File: src/design/five_bar_scara_inverse_kinematics_core_defines.svh
// Assertion macros used by fbsik_back
`ifndef FIVE_BAR_SCARA_INVERSE_KINEMATICS_CORE_DEFINES_SVH
`define FIVE_BAR_SCARA_INVERSE_KINEMATICS_CORE_DEFINES_SVH
`ifndef SYNTH
`define FBSIK_ASSERT_IMP(label, clk, rst, ante, cons) \
  label: assert property (@(posedge clk) disable iff (rst) (ante) |-> (cons)) \
    else $error("assertion failed");
`define FBSIK_ASSERT_NEXT(label, clk, rst, ante, cons) \
  label: assert property (@(posedge clk) disable iff (rst) (ante) |=> (cons)) \
    else $error("assertion failed");
`else
`define FBSIK_ASSERT_IMP(label, clk, rst, ante, cons)
`define FBSIK_ASSERT_NEXT(label, clk, rst, ante, cons)
`endif
`endif

File: src/design/fbsik_pkg.sv
package fbsik_pkg;

  localparam int ANGLE_ITERATIONS = 16;
  localparam int ITER_W = $clog2(ANGLE_ITERATIONS);

  localparam int LEN_W   = 16;
  localparam int SPR_W   = 32;
  localparam int POS_W   = 17;
  localparam int OFS_W   = 18;
  localparam int PEN_W   = 16;
  localparam int STEP_W  = 24;
  localparam int MUL_W   = 34;
  localparam int CORD_W  = 46;
  localparam int ANG_W   = 34;
  localparam int THETA_W = 36;

  localparam logic signed [ANG_W-1:0]   HALF_PI_Q30 = 34'sd1686629713;
  localparam logic signed [THETA_W-1:0] PI_Q30      = 36'sd3373259426;

  localparam int QUEUE_DEPTH = 2;
  localparam int QPTR_W = $clog2(QUEUE_DEPTH);
  localparam int QCNT_W = $clog2(QUEUE_DEPTH + 1);

  typedef logic [1:0] reg_idx_t;
  localparam reg_idx_t REG_PROXIMAL = 2'd0;
  localparam reg_idx_t REG_DISTAL   = 2'd1;
  localparam reg_idx_t REG_HALF_GAP = 2'd2;
  localparam reg_idx_t REG_SPR      = 2'd3;

  typedef struct packed {
    logic signed [OFS_W-1:0] dx1;
    logic signed [OFS_W-1:0] dx2;
    logic signed [POS_W-1:0] dy;
    logic signed [PEN_W-1:0] pen;
  } item_t;

  typedef struct packed {
    logic                     start;
    logic signed [CORD_W-1:0] x;
    logic signed [CORD_W-1:0] y;
  } cord_req_t;

  typedef struct packed {
    logic                    busy;
    logic                    done;
    logic signed [ANG_W-1:0] z;
  } cord_rsp_t;

  // atan(2^-i) in Q30, truncated; entries 27 to 30 are rounded up
  function automatic logic [29:0] atan_q30(input logic [4:0] i);
    logic [29:0] r;
    unique case (i)
      5'd0:  r = 30'd843314856;
      5'd1:  r = 30'd497837829;
      5'd2:  r = 30'd263043836;
      5'd3:  r = 30'd133525158;
      5'd4:  r = 30'd67021686;
      5'd5:  r = 30'd33543515;
      5'd6:  r = 30'd16775850;
      5'd7:  r = 30'd8388437;
      5'd8:  r = 30'd4194282;
      5'd9:  r = 30'd2097149;
      5'd10: r = 30'd1048575;
      5'd11: r = 30'd524287;
      5'd12: r = 30'd262143;
      5'd13: r = 30'd131071;
      5'd14: r = 30'd65535;
      5'd15: r = 30'd32767;
      5'd16: r = 30'd16383;
      5'd17: r = 30'd8191;
      5'd18: r = 30'd4095;
      5'd19: r = 30'd2047;
      5'd20: r = 30'd1023;
      5'd21: r = 30'd511;
      5'd22: r = 30'd255;
      5'd23: r = 30'd127;
      5'd24: r = 30'd63;
      5'd25: r = 30'd31;
      5'd26: r = 30'd15;
      5'd27: r = 30'd8;
      5'd28: r = 30'd4;
      5'd29: r = 30'd2;
      5'd30: r = 30'd1;
      default: r = 30'd0;
    endcase
    return r;
  endfunction

endpackage

File: src/design/fbsik_queue.sv
module fbsik_queue import fbsik_pkg::*; (
  input  logic  clk,
  input  logic  rst,
  input  logic  push,
  input  item_t push_item,
  input  logic  pop,
  output item_t head,
  output logic  empty,
  output logic  full
);

  item_t             mem [QUEUE_DEPTH];
  logic [QPTR_W-1:0] wr_ptr;
  logic [QPTR_W-1:0] rd_ptr;
  logic [QCNT_W-1:0] count;
  logic              do_push;
  logic              do_pop;

  assign full    = count == QCNT_W'(QUEUE_DEPTH);
  assign empty   = count == '0;
  assign do_push = push && !full;
  assign do_pop  = pop && !empty;
  assign head    = mem[rd_ptr];

  always_ff @(posedge clk) begin
    if (do_push) begin
      mem[wr_ptr] <= push_item;
    end
  end

  always_ff @(posedge clk) begin
    if (rst) begin
      wr_ptr <= '0;
      rd_ptr <= '0;
      count  <= '0;
    end else begin
      if (do_push) begin
        wr_ptr <= (wr_ptr == QPTR_W'(QUEUE_DEPTH - 1)) ? '0 : wr_ptr + 1'b1;
      end
      if (do_pop) begin
        rd_ptr <= (rd_ptr == QPTR_W'(QUEUE_DEPTH - 1)) ? '0 : rd_ptr + 1'b1;
      end
      if (do_push && !do_pop) begin
        count <= count + 1'b1;
      end else if (do_pop && !do_push) begin
        count <= count - 1'b1;
      end
    end
  end

endmodule

File: config.mk
export PLATFORM = sky130hd
export DESIGN_NAME = fbsik_queue
export DESIGN_NICKNAME = d
export VERILOG_FILES = /design/src/design/five_bar_scara_inverse_kinematics_core_defines.svh /design/src/design/fbsik_pkg.sv /design/src/design/fbsik_queue.sv
export SDC_FILE = /design/constraint.sdc
export NUM_CORES = 1
export LEC_CHECK = 0
export BUFFER_PORTS_ARGS = -buffer_cell sky130_fd_sc_hd__buf_2
export CAP_MARGIN = 20
export CORE_UTILIZATION = 40
export CTS_BUF_LIST = sky130_fd_sc_hd__clkbuf_4
export DETAILED_ROUTE_END_ITERATION = 10
export GPL_TIMING_DRIVEN = 0
export HOLD_SLACK_MARGIN = 0.1
export SLEW_MARGIN = 40
export SYNTH_ARGS = -nofsm -noshare
export SYNTH_HDL_FRONTEND = slang
export SYNTH_SLANG_ARGS = --single-unit
File: constraint.sdc
create_clock -name clk -period 3 [get_ports clk]
set_clock_uncertainty 0.1 [all_clocks]
set_input_delay 0.15 -clock clk [delete_from_list [all_inputs] [get_ports clk]]
set_output_delay 0.15 -clock clk [all_outputs]
set_load 0.01 [all_outputs]
==> results.txt <==
status - finished clean
CP endpoint kind - output pin
CP Buf/Inv Count - 4
Area Overhead vs Synth - 38.4%
largest net degree at the start of global routing - 38
hold_sp - push
share of layout cells above drive strength 1 - 0.522
# clock sinks - 143
Reg2Reg Capture Point - mem[0][9]
ys async rst share - 0
P per Cell Area - 729 nW/um^2
via count - 2964
CP Depth - 5
post-route antenna net violation count - 0
vias in the first global route - 2980
CTS tree - done
first-pass GRT wire length - 14200 microns
Slew Viols, Final - 0
Max transition margin - 0.758
Leak - 0.00277 uW
Data arrival, critical path - 1.76 ns
flop2flop setup slack - 1.08 ns
post-layout net count - 551
Tot GR Track Use - 0.148
flops & latches, synth - 143
Placer Congestion - 0.657
Crit Path Category - reg -> out
Hold Buf Count CTS - 72
RSZ-0062 raised after global routing - false
cell mode on critical path - buf_6
Max clock buf depth - 2
reg2reg path depth - 4
Hold Path Stages - 6
Avg WL per Cell - 14.5 microns
max_cap viols - 0
# IOs - 144
Buffers on Ports - 143
post-CTS setup buffer count - 0
hold crit path type - in -> reg
launch point of the worst reg-to-reg path - count[0]
die span in x - 116 microns
Worst-path clk slew - 0.10 ns
most common cell in the netlist - edfxtp_1
row count - 41
vias per inst - 4.48
grt ovf - 0
Synth area leader - edfxtp_1
Worst EP required - 2.75 ns
cts bufs inserted - 17
Slowest Stage Delay on Critical Path - 0.34 ns
clock latency at the later pin of the worst-skew pair - 0.51 ns
CTS root buf - clkbuf_4
worst path cell trace - buf_6 > buf_6 > buf_6 > mux2_4 > buf_2
cells after synthesis - 240
Total Power - 5280 uW
Seq/Total Area, Yosys - 0.811
final wirelength - 9610 microns
Post-Syn Area - 5240 sq um
Avg Cell Area, Syn - 21.8 sq um
worst slew pin tran - 0.363 ns
top_reg_cell synth - edfxtp_1
Synth top area share - 0.792
Worst Hold End - count[0]
Max Fclk - 498 MHz
Post-synth EDFFs - 138
final hold vios - 0
final worst path period share - 0.669
largest cells by area after synthesis - edfxtp_1, mux2_2, mux2_4
number of diodes - 0
Hold WS - 0.239 ns
post-DP HPWL - 6050 microns
initial antenna violation count - 0
Crit path max-delay family - buffers and inverters
Worst IR Drop VDD - 0.418 mV
Synth Warn # - 0
Residual DRC - 0
Synth cell types - 15
slowest cell on the critical path - dfxtp_1
Critical Path Source Type - register
critical-path maximum fanout - 10
DIE AREA - 13500 sq um
Final min period - 2.01 ns
first drt pass iteration count - 6
cts repair resizes - 0
htree depth - 4
DRT iter0 DRCs - 92
most frequent cells after synthesis - edfxtp_1, mux2_2, mux2_4
Core Area - 12700 sq um
Die Span Y - 116 microns
Initial Utilization - 0.413
post-synthesis net count - 314
Final setup viols - 0
==> sequential cells by signal (all words and copies together), names as in the netlist, named ones only <==
| signal | count |
|---|---|
| count | 2 |
| mem | 138 |
| rd_ptr | 1 |
| wr_ptr | 1 |
==> layout by cell type, fill, tap and decap left out, drive strengths merged <==
| cell | count |
|---|---|
| a21oi | 2 |
| inv | 2 |
| o21ai | 3 |
| clkinvlp | 1 |
| nor2 | 5 |
| xor2 | 3 |
| or3 | 2 |
| bufinv | 3 |
| and2 | 1 |
| nor2b | 1 |
| ha | 1 |
| dfxtp | 5 |
| clkinv | 10 |
| dlygate4sd3 | 72 |
| edfxtp | 138 |
| buf | 154 |
| mux2 | 69 |
| clkbuf | 18 |
==> area by class of cell <==
class / count / area [sq um]
fillers: 1023 / 5430
plain buffers: 8 / 58.8
inverters: 2 / 12.5
flip-flops and latches: 143 / 4240
repair buffers: 218 / 1500
multi-input cells: 87 / 927
clock inverters: 14 / 149
clock buffers: 18 / 135
well taps: 172 / 215
==> stage by stage <==
step | instances | setup TNS, ns | cell area, sq um | setup WS (ns) | utilization
5_1_grt | 662 | 0 | 7250 | 0.848 | 0.572
6_report | 662 | 0 | 7250 | 0.992 | 0.572
3_3_place_gp | 555 | -94.76 | 6170 | -0.818 | 0.487
4_1_cts | 662 | 0 | 7250 | 0.904 | 0.572
2_1_floorplan | 240 | 0 | 5240 | 0.208 | -
3_5_place_dp | 558 | 0 | 6240 | 1.04 | 0.493
==> kinds of logic (layout without fill, tap and decap cells) <==
| group | count (synthesis) | in the layout | share of synthesized area |
|---|---|---|---|
| XOR/XNOR | 3 | 3 | 0.00502 |
| buffers and inverters | 10 | 260 | 0.0127 |
| multiplexers | 69 | 69 | 0.156 |
| AND/OR/NAND/NOR | 9 | 9 | 0.00884 |
| adder cells (fa/ha/maj) | 1 | 1 | 0.00239 |
| flip-flops | 143 | 143 | 0.811 |
| AO/OA/AOI/OAI | 5 | 5 | 0.00478 |
==> power breakdown <==
part / total [uW] / leakage (uW) / internal [uW] / switching (uW)
Combinational: 1510 / 0.00128 / 755 / 755
Clock: 1210 / 0.000160 / 572 / 634
Sequential: 2570 / 0.00133 / 2500 / 66.0
Total: 5280 / 0.00277 / 3830 / 1450
==> worst register-to-register path, cell delays in order, from the launching register on <==
cell and delay [ns]:
dfxtp_1 0.45, nor2b_2 0.09, or3_1 0.40, inv_6 0.30
buf_12 0.28
==> worst max-delay path by stage <==
stage | from | slack (ns) | end
global route | register | 0.85 | head[39]
floorplan | count[1] | 0.21 | mem[1][0]
finish | register | 0.99 | head[37]
detailed placement | count[0] | 1.04 | mem[0][9]
global placement | count[0] | -0.82 | mem[1][51]
CTS | register | 0.90 | head[37]
==> metal layers <==
metal / share of wire / routed length (microns) / GRT usage
met2: 0.50 / 4770 / 0.252
met5: 0 / 0 / 0
met1: 0.43 / 4090 / 0.165
met4: 0.016 / 153 / 0.0718
met3: 0.061 / 589 / 0.0550
Power figures use the tool's default switching activity.
