--- src/design/five_bar_scara_inverse_kinematics_core_defines.svh ---
// Assertion macros used by fbsik_back
`ifndef FIVE_BAR_SCARA_INVERSE_KINEMATICS_CORE_DEFINES_SVH
`define FIVE_BAR_SCARA_INVERSE_KINEMATICS_CORE_DEFINES_SVH
`ifndef SYNTH
`define FBSIK_ASSERT_IMP(label, clk, rst, ante, cons) \
  label: assert property (@(posedge clk) disable iff (rst) (ante) |-> (cons)) \
    else $error("assertion failed");
`define FBSIK_ASSERT_NEXT(label, clk, rst, ante, cons) \
  label: assert property (@(posedge clk) disable iff (rst) (ante) |=> (cons)) \
    else $error("assertion failed");
`else
`define FBSIK_ASSERT_IMP(label, clk, rst, ante, cons)
`define FBSIK_ASSERT_NEXT(label, clk, rst, ante, cons)
`endif
`endif

--- src/design/fbsik_pkg.sv ---
package fbsik_pkg;

  localparam int ANGLE_ITERATIONS = 16;
  localparam int ITER_W = $clog2(ANGLE_ITERATIONS);

  localparam int LEN_W   = 16;
  localparam int SPR_W   = 32;
  localparam int POS_W   = 17;
  localparam int OFS_W   = 18;
  localparam int PEN_W   = 16;
  localparam int STEP_W  = 24;
  localparam int MUL_W   = 34;
  localparam int CORD_W  = 46;
  localparam int ANG_W   = 34;
  localparam int THETA_W = 36;

  localparam logic signed [ANG_W-1:0]   HALF_PI_Q30 = 34'sd1686629713;
  localparam logic signed [THETA_W-1:0] PI_Q30      = 36'sd3373259426;

  localparam int QUEUE_DEPTH = 2;
  localparam int QPTR_W = $clog2(QUEUE_DEPTH);
  localparam int QCNT_W = $clog2(QUEUE_DEPTH + 1);

  typedef logic [1:0] reg_idx_t;
  localparam reg_idx_t REG_PROXIMAL = 2'd0;
  localparam reg_idx_t REG_DISTAL   = 2'd1;
  localparam reg_idx_t REG_HALF_GAP = 2'd2;
  localparam reg_idx_t REG_SPR      = 2'd3;

  typedef struct packed {
    logic signed [OFS_W-1:0] dx1;
    logic signed [OFS_W-1:0] dx2;
    logic signed [POS_W-1:0] dy;
    logic signed [PEN_W-1:0] pen;
  } item_t;

  typedef struct packed {
    logic                     start;
    logic signed [CORD_W-1:0] x;
    logic signed [CORD_W-1:0] y;
  } cord_req_t;

  typedef struct packed {
    logic                    busy;
    logic                    done;
    logic signed [ANG_W-1:0] z;
  } cord_rsp_t;

  // atan(2^-i) in Q30, truncated; entries 27 to 30 are rounded up
  function automatic logic [29:0] atan_q30(input logic [4:0] i);
    logic [29:0] r;
    unique case (i)
      5'd0:  r = 30'd843314856;
      5'd1:  r = 30'd497837829;
      5'd2:  r = 30'd263043836;
      5'd3:  r = 30'd133525158;
      5'd4:  r = 30'd67021686;
      5'd5:  r = 30'd33543515;
      5'd6:  r = 30'd16775850;
      5'd7:  r = 30'd8388437;
      5'd8:  r = 30'd4194282;
      5'd9:  r = 30'd2097149;
      5'd10: r = 30'd1048575;
      5'd11: r = 30'd524287;
      5'd12: r = 30'd262143;
      5'd13: r = 30'd131071;
      5'd14: r = 30'd65535;
      5'd15: r = 30'd32767;
      5'd16: r = 30'd16383;
      5'd17: r = 30'd8191;
      5'd18: r = 30'd4095;
      5'd19: r = 30'd2047;
      5'd20: r = 30'd1023;
      5'd21: r = 30'd511;
      5'd22: r = 30'd255;
      5'd23: r = 30'd127;
      5'd24: r = 30'd63;
      5'd25: r = 30'd31;
      5'd26: r = 30'd15;
      5'd27: r = 30'd8;
      5'd28: r = 30'd4;
      5'd29: r = 30'd2;
      5'd30: r = 30'd1;
      default: r = 30'd0;
    endcase
    return r;
  endfunction

endpackage

--- src/design/fbsik_front.sv ---
module fbsik_front import fbsik_pkg::*; (
  input  logic                    in_valid,
  output logic                    in_stall,
  input  logic signed [POS_W-1:0] x_pos,
  input  logic signed [POS_W-1:0] y_pos,
  input  logic signed [PEN_W-1:0] pen_height_in,
  input  logic [LEN_W-1:0]        half_gap,
  input  logic                    q_full,
  output logic                    push,
  output item_t                   push_item
);

  logic signed [OFS_W-1:0] gap_s;
  logic signed [OFS_W-1:0] x_s;

  assign gap_s = OFS_W'($signed({1'b0, half_gap}));
  assign x_s   = OFS_W'(x_pos);

  // offsets from the left and right shoulder pivots
  assign push_item.dx1 = gap_s + x_s;
  assign push_item.dx2 = gap_s - x_s;
  assign push_item.dy  = y_pos;
  assign push_item.pen = pen_height_in;

  assign in_stall = q_full;
  assign push     = in_valid && !q_full;

endmodule

--- config.mk ---
export PLATFORM = sky130hd
export DESIGN_NAME = fbsik_front
export DESIGN_NICKNAME = d
export VERILOG_FILES = /design/src/design/five_bar_scara_inverse_kinematics_core_defines.svh /design/src/design/fbsik_pkg.sv /design/src/design/fbsik_front.sv
export SDC_FILE = /design/constraint.sdc
export NUM_CORES = 1
export LEC_CHECK = 0
export ABC_AREA = 1
export ABC_CLOCK_PERIOD_IN_PS = 4100
export BUFFER_PORTS_ARGS = -buffer_cell sky130_fd_sc_hd__buf_2
export CAP_MARGIN = 20
export CELL_PAD_IN_SITES_DETAIL_PLACEMENT = 1
export CELL_PAD_IN_SITES_GLOBAL_PLACEMENT = 2
export CORE_AREA = 5 5 108 110
export DETAILED_ROUTE_END_ITERATION = 10
export DIE_AREA = 0 0 113 115
export GPL_TIMING_DRIVEN = 1
export PLACE_DENSITY = 0.87
export SYNTH_ARGS = -nofsm -noshare
export SYNTH_HDL_FRONTEND = slang
export SYNTH_SLANG_ARGS = --single-unit
--- constraint.sdc ---
create_clock -name vclk -period 4.1
set_clock_uncertainty 0.2 [all_clocks]
set_input_delay 0.205 -clock vclk [all_inputs]
set_output_delay 0.205 -clock vclk [all_outputs]
set_load 0.03 [all_outputs]
==> results of run 1 <==
==> layout make-up <==
class              instances  area (um^2)  area share
inverters                 71          272       0.104
multi-input cells        306         1810       0.690
well taps                140          175      0.0669
repair buffers            73          365       0.140
==> critical path, stage by stage <==
cell,delay (ns)
buf_2,0.10
inv_1,0.04
ha_1,0.16
inv_1,0.09
fa_1,0.44
nand3_1,0.11
nand2_1,0.13
nand3_1,0.10
nand2_1,0.10
xor2_1,0.23
buf_2,0.25
==> placed cells by master, fill, tap and decap left out, drive strengths merged <==
master  Yosys  routed
nand2     132     132
buf        49      73
inv        71      71
nor2       43      43
ha         32      32
nand3      24      24
a21oi      23      23
o21ai      14      14
xor2       12      12
nand4       7       7
nor3        7       7
xnor2       4       4
o21bai      2       2
and2        2       2
fa          2       2
nor4        1       1
or2         1       1
==> through the flow <==
stage,power (mW),instance area (um^2),instances,hold WS [ns],setup WS (ns)
floorplan,0.476,2480,426,0.322,2.03
global placement,0.552,2620,590,0.210,1.70
detailed placement,0.561,2620,590,0.210,1.73
CTS,0.562,2620,590,0.210,1.72
global route,0.611,2620,590,0.210,1.49
finish,0.555,2620,590,0.210,1.72
==> kinds of logic after synthesis <==
logic type                 count (synthesis)  share of synthesized area
adders and majority gates                 34                      0.178
buffers and inverters                    120                      0.272
and+or+nand+nor                          217                      0.397
AOI/OAI and AO/OA                         39                     0.0974
xor gates and xnor gates                  16                     0.0565
==> final timing paths <==
check                         start  cells after the start       endpoint
setup / recovery        half_gap[0]                     11  push_item[39]
hold / removal    pen_height_in[13]                      0  push_item[13]
==> layer usage <==
metal / part of all wire / vias to the layer above / GRT usage
met4: 0.017 / 0 / 0.0192
li1: - / 1317 / -
met1: 0.45 / 1176 / 0.157
met2: 0.48 / 59 / 0.228
met5: 0 / - / 0
met3: 0.044 / 16 / 0.0137
==> power by group <==
part / switching (mW) / leakage (nW) / internal [mW]
combinational: 0.394 / 1.53 / 0.161
clock: 0 / 0 / 0
sequential: 0 / 0 / 0
==> metrics.md, run 1 <==
| Metric | Value |
|---|---|
| Outcome | completed |
| Layout cells sized above 1 | 0.269 |
| Synth top area share | 0.177 |
| Core area | 0.0106 mm^2 |
| Std-Cell Rows | 38 |
| Port bufs | 73 |
| Post-detail-place hpwl | 7.40 mm |
| Post-synthesis cell type count | 28 |
| Ports | 139 |
| Synthesized area per cell | 5.82 um^2 |
| Post-synth top cells | nand2_1, inv_1, buf_4 |
| Vias in the first global route | approximately 2800 |
| Area taken by flip-flops and latches | 0 um^2 |
| Worst min-delay path class | input pin to output port |
| Initial Utilization | 0.234 |
| Sequential fraction of the synthesis area | 0 |
| DRC | 0 |
| DR iter-0 viols | 100 |
| Worst VDD drop | 61.2 uV |
| PostCTS Resize Cnt | 0 |
| Layout Utilization | 0.247 |
| Total Neg Setup Slack | 0 ns |
| Via density | approximately 4.4 |
| Final WL | 8.12 mm |
| Area Overhead vs Synth | 5.60% |
| Max-cap violation count | 0 |
| Antenna cells | 0 |
| WL/cell | 13.8 um |
| Final setup fails | 0 |
| Final Hold Fails | 0 |
| Top-count cell post-synth | nand2_1 |
| Final #Nets | 554 |
| Chip height | 115 um |
| Total die area | 0.0130 mm^2 |
| Kind of critical path | input pin to output port |
| Fmax | 421 MHz |
| First-pass GRT wire length | about 14 mm |
| Seq Cell Count | 0 |
| Routed vias | 2568 |
| Antenna-violating nets left | 0 |
| Pwr Density | roughly 210 mW/mm^2 |
| Synth area leaders | nand2_1, ha_1, buf_4 |
| Mapped Nets | 528 |
| Post-synth top area cell | nand2_1 |
| Initial antenna violation count | 0 |
| Syn Std Cell Area | around 0.0025 mm^2 |
| Max_slew headroom | 0.677 |
| Slew @ Worst Pin | roughly 0.48 ns |
| GRT Total Usage | 0.123 |
| DRT Pass-1 Iters | 4 |
| Setup bufs post-CTS | 0 |
| Startpoint types | input pin |
| Synth warn | 0 |
| CLK BUF | 0 |
| Critical Path AT | 1.97 ns |
| Largest net degree at the start of global routing | 12 |
| Final period util | 0.580 |
| Pins Over Slew Limit | 0 |
| Worst Path Max Fanout | 3 |
| Hold buffers post-CTS | 0 |
| Leakage power | roughly 1.5 nW |
| Fillers | 1416 |
| RSZ-0062 raised after global routing | false |
| WP data required | 3.69 ns |
| Final min period | 2.38 ns |
| Routability cong. | 0.860 |
| Worst setup EP type | output port |
| Post-Syn Instances | 426 |
| Die Wd | about 110 um |
| Remaining Overflow, GRT | 0 |
Power figures use the tool's default switching activity.
==> run 2, diff against run 1 <==
--- a/config.mk
+++ b/config.mk
@@ -6,16 +6,16 @@
 export NUM_CORES = 1
 export LEC_CHECK = 0
 export ABC_AREA = 1
-export ABC_CLOCK_PERIOD_IN_PS = 4100
+export ABC_CLOCK_PERIOD_IN_PS = 2500
 export BUFFER_PORTS_ARGS = -buffer_cell sky130_fd_sc_hd__buf_2
 export CAP_MARGIN = 20
 export CELL_PAD_IN_SITES_DETAIL_PLACEMENT = 1
 export CELL_PAD_IN_SITES_GLOBAL_PLACEMENT = 2
-export CORE_AREA = 5 5 108 110
+export CORE_AREA = 5 5 113 115
 export DETAILED_ROUTE_END_ITERATION = 10
-export DIE_AREA = 0 0 113 115
+export DIE_AREA = 0 0 118 120
 export GPL_TIMING_DRIVEN = 1
-export PLACE_DENSITY = 0.87
+export PLACE_DENSITY = 0.8
 export SYNTH_ARGS = -nofsm -noshare
 export SYNTH_HDL_FRONTEND = slang
 export SYNTH_SLANG_ARGS = --single-unit
==> constraint.sdc (replaced) <==
create_clock -name vclk -period 2.5
set_clock_uncertainty 0.2 [all_clocks]
set_input_delay 0.125 -clock vclk [all_inputs]
set_output_delay 0.125 -clock vclk [all_outputs]
set_load 0.03 [all_outputs]
==> run 2 against run 1 <==
- final area grew 0.91%
- critical path depth grew 2
- via count fell by 1.4%
- clock-buffer cell count unchanged
- setup slack got worse by 1.4 ns
- sequential share of layout area unchanged
- global-route usage shrank 1.4 points
- die area grew 9.0%
- core utilization down 2.1 points
- worst hold slack worse by 0.16 ns
- cell count up 1.5%
- critical endpoint is now push_item[47]
==> metrics.md, run 2 (same netlist as run 1, synthesis figures left out) <==
| Metric | Value |
|---|---|
| Std-Cell Rows | 40 |
| Area taken by flip-flops and latches | 0 um^2 |
| Leakage power | 1.54 nW |
| Post-detail-place hpwl | approximately 7.3 mm |
| Total Neg Setup Slack | 0 ns |
| Antenna-violating nets left | 0 |
| GRT Total Usage | 0.109 |
| First-pass GRT wire length | 13.3 mm |
| Worst setup EP type | output port |
| Slew @ Worst Pin | roughly 0.46 ns |
| Layout Utilization | 0.226 |
| PostCTS Resize Cnt | 0 |
| Routability cong. | about 0.85 |
| Ports | 139 |
| Crit-path cells | buf_2 -> inv_1 -> ha_1 -> inv_1 -> fa_1 -> nand3_1 -> nand2_1 -> nand3_1 -> nand2_1 -> nand2_1 -> nand3_1 -> nand2_1 -> buf_2 |
| Outcome | completed |
| Max_slew headroom | 0.693 |
| Crit path largest cell delay | 0.44 ns |
| WL/cell | 13.2 um |
| Remaining Overflow, GRT | 0 |
| Antenna cells | 0 |
| Port bufs | 73 |
| Final setup fails | 0 |
| Hold buffers post-CTS | 0 |
| Max-cap violation count | 0 |
| Pwr Density | 344 mW/mm^2 |
| DR iter-0 viols | 47 |
| Worst Path Max Fanout | 3 |
| Crit path to | push_item[47] |
| Via density | 4.23 |
| Vias in the first global route | between 2000 and 3000 |
| Die Wd | 118 um |
| WP data required | 2.17 ns |
| Fin Hold WS | 0.0500 ns |
| CLK BUF | 0 |
| CP Depth | 13 |
| RSZ-0062 raised after global routing | false |
| Critical Path AT | 1.85 ns |
| Total die area | 0.0142 mm^2 |
| DRT Pass-1 Iters | 4 |
| Area Overhead vs Synth | 6.56% |
| Routed vias | between 2000 and 3000 |
| DRC | 0 |
| Startpoint types | input pin |
| Final WL | 7.89 mm |
| Most frequent cells in the layout | nand2_1, buf_2, inv_1 |
| Chip height | 120 um |
| Hold Path Depth | 0 |
| Critical path launch point | half_gap[0] |
| Worst VDD drop | 97.6 uV |
| Kind of critical path | input pin to output port |
| Core area | 0.0117 mm^2 |
| Cell family with most CP delay | simple AND/OR/NAND/NOR gates |
| Seq Cell Count | 0 |
| Initial Utilization | 0.212 |
| Critical Path Slowest Stage Cell | fa_1 |
| Final #Nets | 556 |
| Worst min-delay path class | input pin to output port |
| Fmax | 460 MHz |
| Final min period | 2.17 ns |
| Most common cell after layout, fill and taps aside | nand2_1 |
| Pins Over Slew Limit | 0 |
| Initial antenna violation count | 0 |
| Largest net degree at the start of global routing | 12 |
| Layout cells sized above 1 | 0.272 |
| Most used cell, CP | nand2_1 |
| WP buf/inv | 4 |
| Setup bufs post-CTS | 0 |
| Final period util | 0.869 |
| Final Hold Fails | 0 |
run 2: layout make-up:
class	count	area (um^2)
Fill cell	1564	9070
Inverter	71	272
Multi-Input combinational cell	306	1810
Tap cell	147	184
Timing Repair Buffer	75	380
run 2: worst min-delay path by stage:
stage | from | endpoint | slack [ns]
3_3_place_gp | pen_height_in[14] | push_item[14] | 0.05
5_1_grt | pen_height_in[1] | push_item[1] | 0.05
4_1_cts | pen_height_in[14] | push_item[14] | 0.05
2_1_floorplan | q_full | push | 0.16
3_5_place_dp | pen_height_in[14] | push_item[14] | 0.05
6_report | y_pos[9] | push_item[25] | 0.05
run 2: stage by stage:
stage,instance area [um^2],setup WS [ns],std cells,total power [mW]
floorplan,2480,0.589,426,0.781
global route,2640,0.133,599,0.999
finish,2640,0.328,599,0.908
detailed placement,2640,0.295,599,0.921
global placement,2640,0.320,599,0.912
CTS,2640,0.291,599,0.924
run 2: per-layer routing:
metal / track usage / routed length [um] / up-vias / share of wire
met1: 0.133 / 3610 / 1165 / 0.46
met2: 0.209 / 3910 / 41 / 0.50
met4: 0.0186 / 110 / 0 / 0.014
met5: 0 / 0 / - / 0
li1: - / - / 1315 / -
met3: 0.0108 / 262 / 12 / 0.033
run 2: where the power goes:
part | switching (mW) | internal (mW)
sequential | 0 | 0
combinational | 0.641 | 0.267
clock | 0 | 0
==> run 3, diff against run 2 <==
--- a/config.mk
+++ b/config.mk
@@ -5,17 +5,16 @@
 export SDC_FILE = /design/constraint.sdc
 export NUM_CORES = 1
 export LEC_CHECK = 0
-export ABC_AREA = 1
 export ABC_CLOCK_PERIOD_IN_PS = 2500
 export BUFFER_PORTS_ARGS = -buffer_cell sky130_fd_sc_hd__buf_2
 export CAP_MARGIN = 20
 export CELL_PAD_IN_SITES_DETAIL_PLACEMENT = 1
 export CELL_PAD_IN_SITES_GLOBAL_PLACEMENT = 2
-export CORE_AREA = 5 5 113 115
+export CORE_AREA = 2 2 101 103
 export DETAILED_ROUTE_END_ITERATION = 10
-export DIE_AREA = 0 0 118 120
+export DIE_AREA = 0 0 103 105
 export GPL_TIMING_DRIVEN = 1
-export PLACE_DENSITY = 0.8
+export PLACE_DENSITY = 0.79
 export SYNTH_ARGS = -nofsm -noshare
 export SYNTH_HDL_FRONTEND = slang
 export SYNTH_SLANG_ARGS = --single-unit
==> run 3 against run 2 <==
- the run now ends with negative setup slack left
- global-route usage grew 1.7 points
- fmax shrank 16%
- setup slack lost 0.41 ns
- critical path depth shrank 2
- worst hold slack is the same
- total power grew 25%
- combinational power grew 24%
- non-clock buffer count grew 55
- sequential share of layout area is the same
- routed wire length shrank 9.9%
- critical path type unchanged
==> metrics.md, run 3 <==
| Metric | Value |
|---|---|
| Outcome | finished, violations left |
| Failing checks | negative setup slack |
| Layout Utilization | 0.312 |
| Post-synth top cells | buf_4, ha_1, inv_1 |
| Sequential fraction of the synthesis area | 0 |
| Synth warn | 0 |
| Synth area leaders | ha_1, buf_4, xnor2_1 |
| Ports | 139 |
| Startpoint types | input pin |
| Antenna-violating nets left | 0 |
| Hold Path Depth | 0 |
| Worst Slack Setup Final | -0.0778 ns |
| RSZ-0062 raised after global routing | true |
| Total power | roughly 1.1 mW |
| P_sw | ~0.67 mW |
| Worst min-delay path class | input pin to output port |
| Layout cells sized above 1 | 0.494 |
| Area taken by flip-flops and latches | 0 um^2 |
| Max_slew headroom | 0.713 |
| Pwr Density | 376 mW/mm^2 |
| Routability cong. | 0.864 |
| Internal | 0.465 mW |
| Worst setup EP type | output port |
| Total die area | 0.0108 mm^2 |
| Area Overhead vs Synth | 44.2% |
| DRT Pass-1 Iters | 4 |
| Kind of critical path | input pin to output port |
| Die Wd | 103 um |
| Post-synthesis cell type count | 53 |
| Chip height | 105 um |
| Antenna cells | 0 |
| Register share of total power | 0 |
| Syn Std Cell Area | 0.00209 mm^2 |
| Post-synth top area cell | ha_1 |
| Largest net degree at the start of global routing | 10 |
| Clock power frac | 0 |
| Remaining Overflow, GRT | 0 |
| Core area | 0.00964 mm^2 |
| Final #Nets | about 470 |
| WP data required | 2.17 ns |
| Net switching fraction of the power | 0.589 |
| Initial antenna violation count | 0 |
| Synth top area share | 0.192 |
| Seq Cell Count | 0 |
| Max-cap violation count | 0 |
| Worst Path Max Fanout | 4 |
| Final setup fails | 2 |
| First-pass GRT wire length | 11.2 mm |
| CLK BUF | 0 |
| Synthesized area per cell | around 7.4 um^2 |
| Std-Cell Rows | 36 |
| Fillers | ~1200 |
| Routed vias | 2178 |
| Mapped Nets | 384 |
| Fmax | between 300 and 400 MHz |
| Final WL | 7.11 mm |
| Pins Over Slew Limit | 0 |
| Critical path launch point | half_gap[0] |
| Combinational share of power | 1.000 |
| Crit path to | push_item[67] |
| Most common cell after layout, fill and taps aside | buf_4 |
| Worst VDD drop | 178 uV |
| GRT Total Usage | 0.126 |
| Via density | ~4.4 |
| Final min period | 2.58 ns |
| Most frequent cells in the layout | buf_4, buf_2, inv_1, ha_1, nor2_1 |
| Top-count cell post-synth | buf_4 |
| Critical Path AT | about 2.3 ns |
| DRC | 0 |
| Final Hold Fails | 0 |
| Slew @ Worst Pin | 0.428 ns |
| WL/cell | 14.4 um |
| Post-detail-place hpwl | 5.99 mm |
| Post-Syn Instances | between 200 and 300 |
| DR iter-0 viols | 49 |
| Leakage power | between 1 and 1.5 nW |
| Port bufs | between 70 and 80 |
| Vias in the first global route | 2303 |
| Final period util | 1.03 |
| Initial Utilization | 0.217 |
run 3: layer usage:
layer / track usage / vias up / share of wire
li1: - / 1078 / -
met1: 0.161 / 1042 / 0.43
met2: 0.239 / 56 / 0.53
met3: 0.00669 / 2 / 0.042
met4: 0.00658 / 0 / 0.0013
met5: 0 / - / 0
run 3: cell families (layout without fill, tap and decap cells):
kind of cell	Yosys count	in the layout	share of synthesized area
simple gates	71	71	0.180
xor+xnor	28	28	0.118
compound gates	69	69	0.271
buf+inv	80	160	0.220
fa+ha+maj	34	34	0.211
run 3: timing repair:
item	CTS	global route
resized for setup	32	39
hold buffers	0	0
setup buffers	2	4
pin swaps	8	8
endpoints found under the setup margin	15	20
run 3: worst min path at each step:
stage	from	to
floorplan	q_full	push
global placement	pen_height_in[13]	push_item[13]
detailed placement	pen_height_in[13]	push_item[13]
CTS	pen_height_in[13]	push_item[13]
global route	y_pos[8]	push_item[24]
finish	pen_height_in[0]	push_item[0]
run 3: layout make-up:
| class | count | area (um^2) | area share |
|---|---|---|---|
| multi-input combinational | 202 | 1860 | 0.619 |
| timing repair buffer | 130 | 866 | 0.288 |
| tap | 133 | 166 | 0.0553 |
| inverter | 30 | 115 | 0.0383 |
run 3: critical path, cell delays in order:
cell	delay, ns
buf_8	0.10
ha_4	0.15
fa_2	0.34
or2b_4	0.22
a21oi_4	0.06
o41ai_4	0.19
buf_4	0.19
o31ai_4	0.07
or4b_1	0.48
and3_4	0.17
buf_6	0.13
run 3: per-stage QoR:
step | setup TNS [ns] | instance area [um^2] | cells | hold slack, ns | setup slack (ns)
floorplan | 0 | 2100 | 282 | 0.160 | 0.0231
detailed placement | -1.78 | 2670 | 489 | 0.0502 | -0.282
finish | -0.123 | 3010 | 495 | 0.0500 | -0.0778
CTS | -0.220 | 2820 | 491 | 0.0502 | -0.0707
global placement | -1.08 | 2670 | 489 | 0.0502 | -0.232
global route | -0.669 | 3010 | 495 | 0.0500 | -0.145
run 3: power groups by stage:
stage / logic (mW) / clock network, mW / registers (mW)
2_1_floorplan: 0.755 / 0 / 0
3_3_place_gp: 0.990 / 0 / 0
3_5_place_dp: 1.01 / 0 / 0
4_1_cts: 1.07 / 0 / 0
5_1_grt: 1.22 / 0 / 0
6_report: 1.13 / 0 / 0
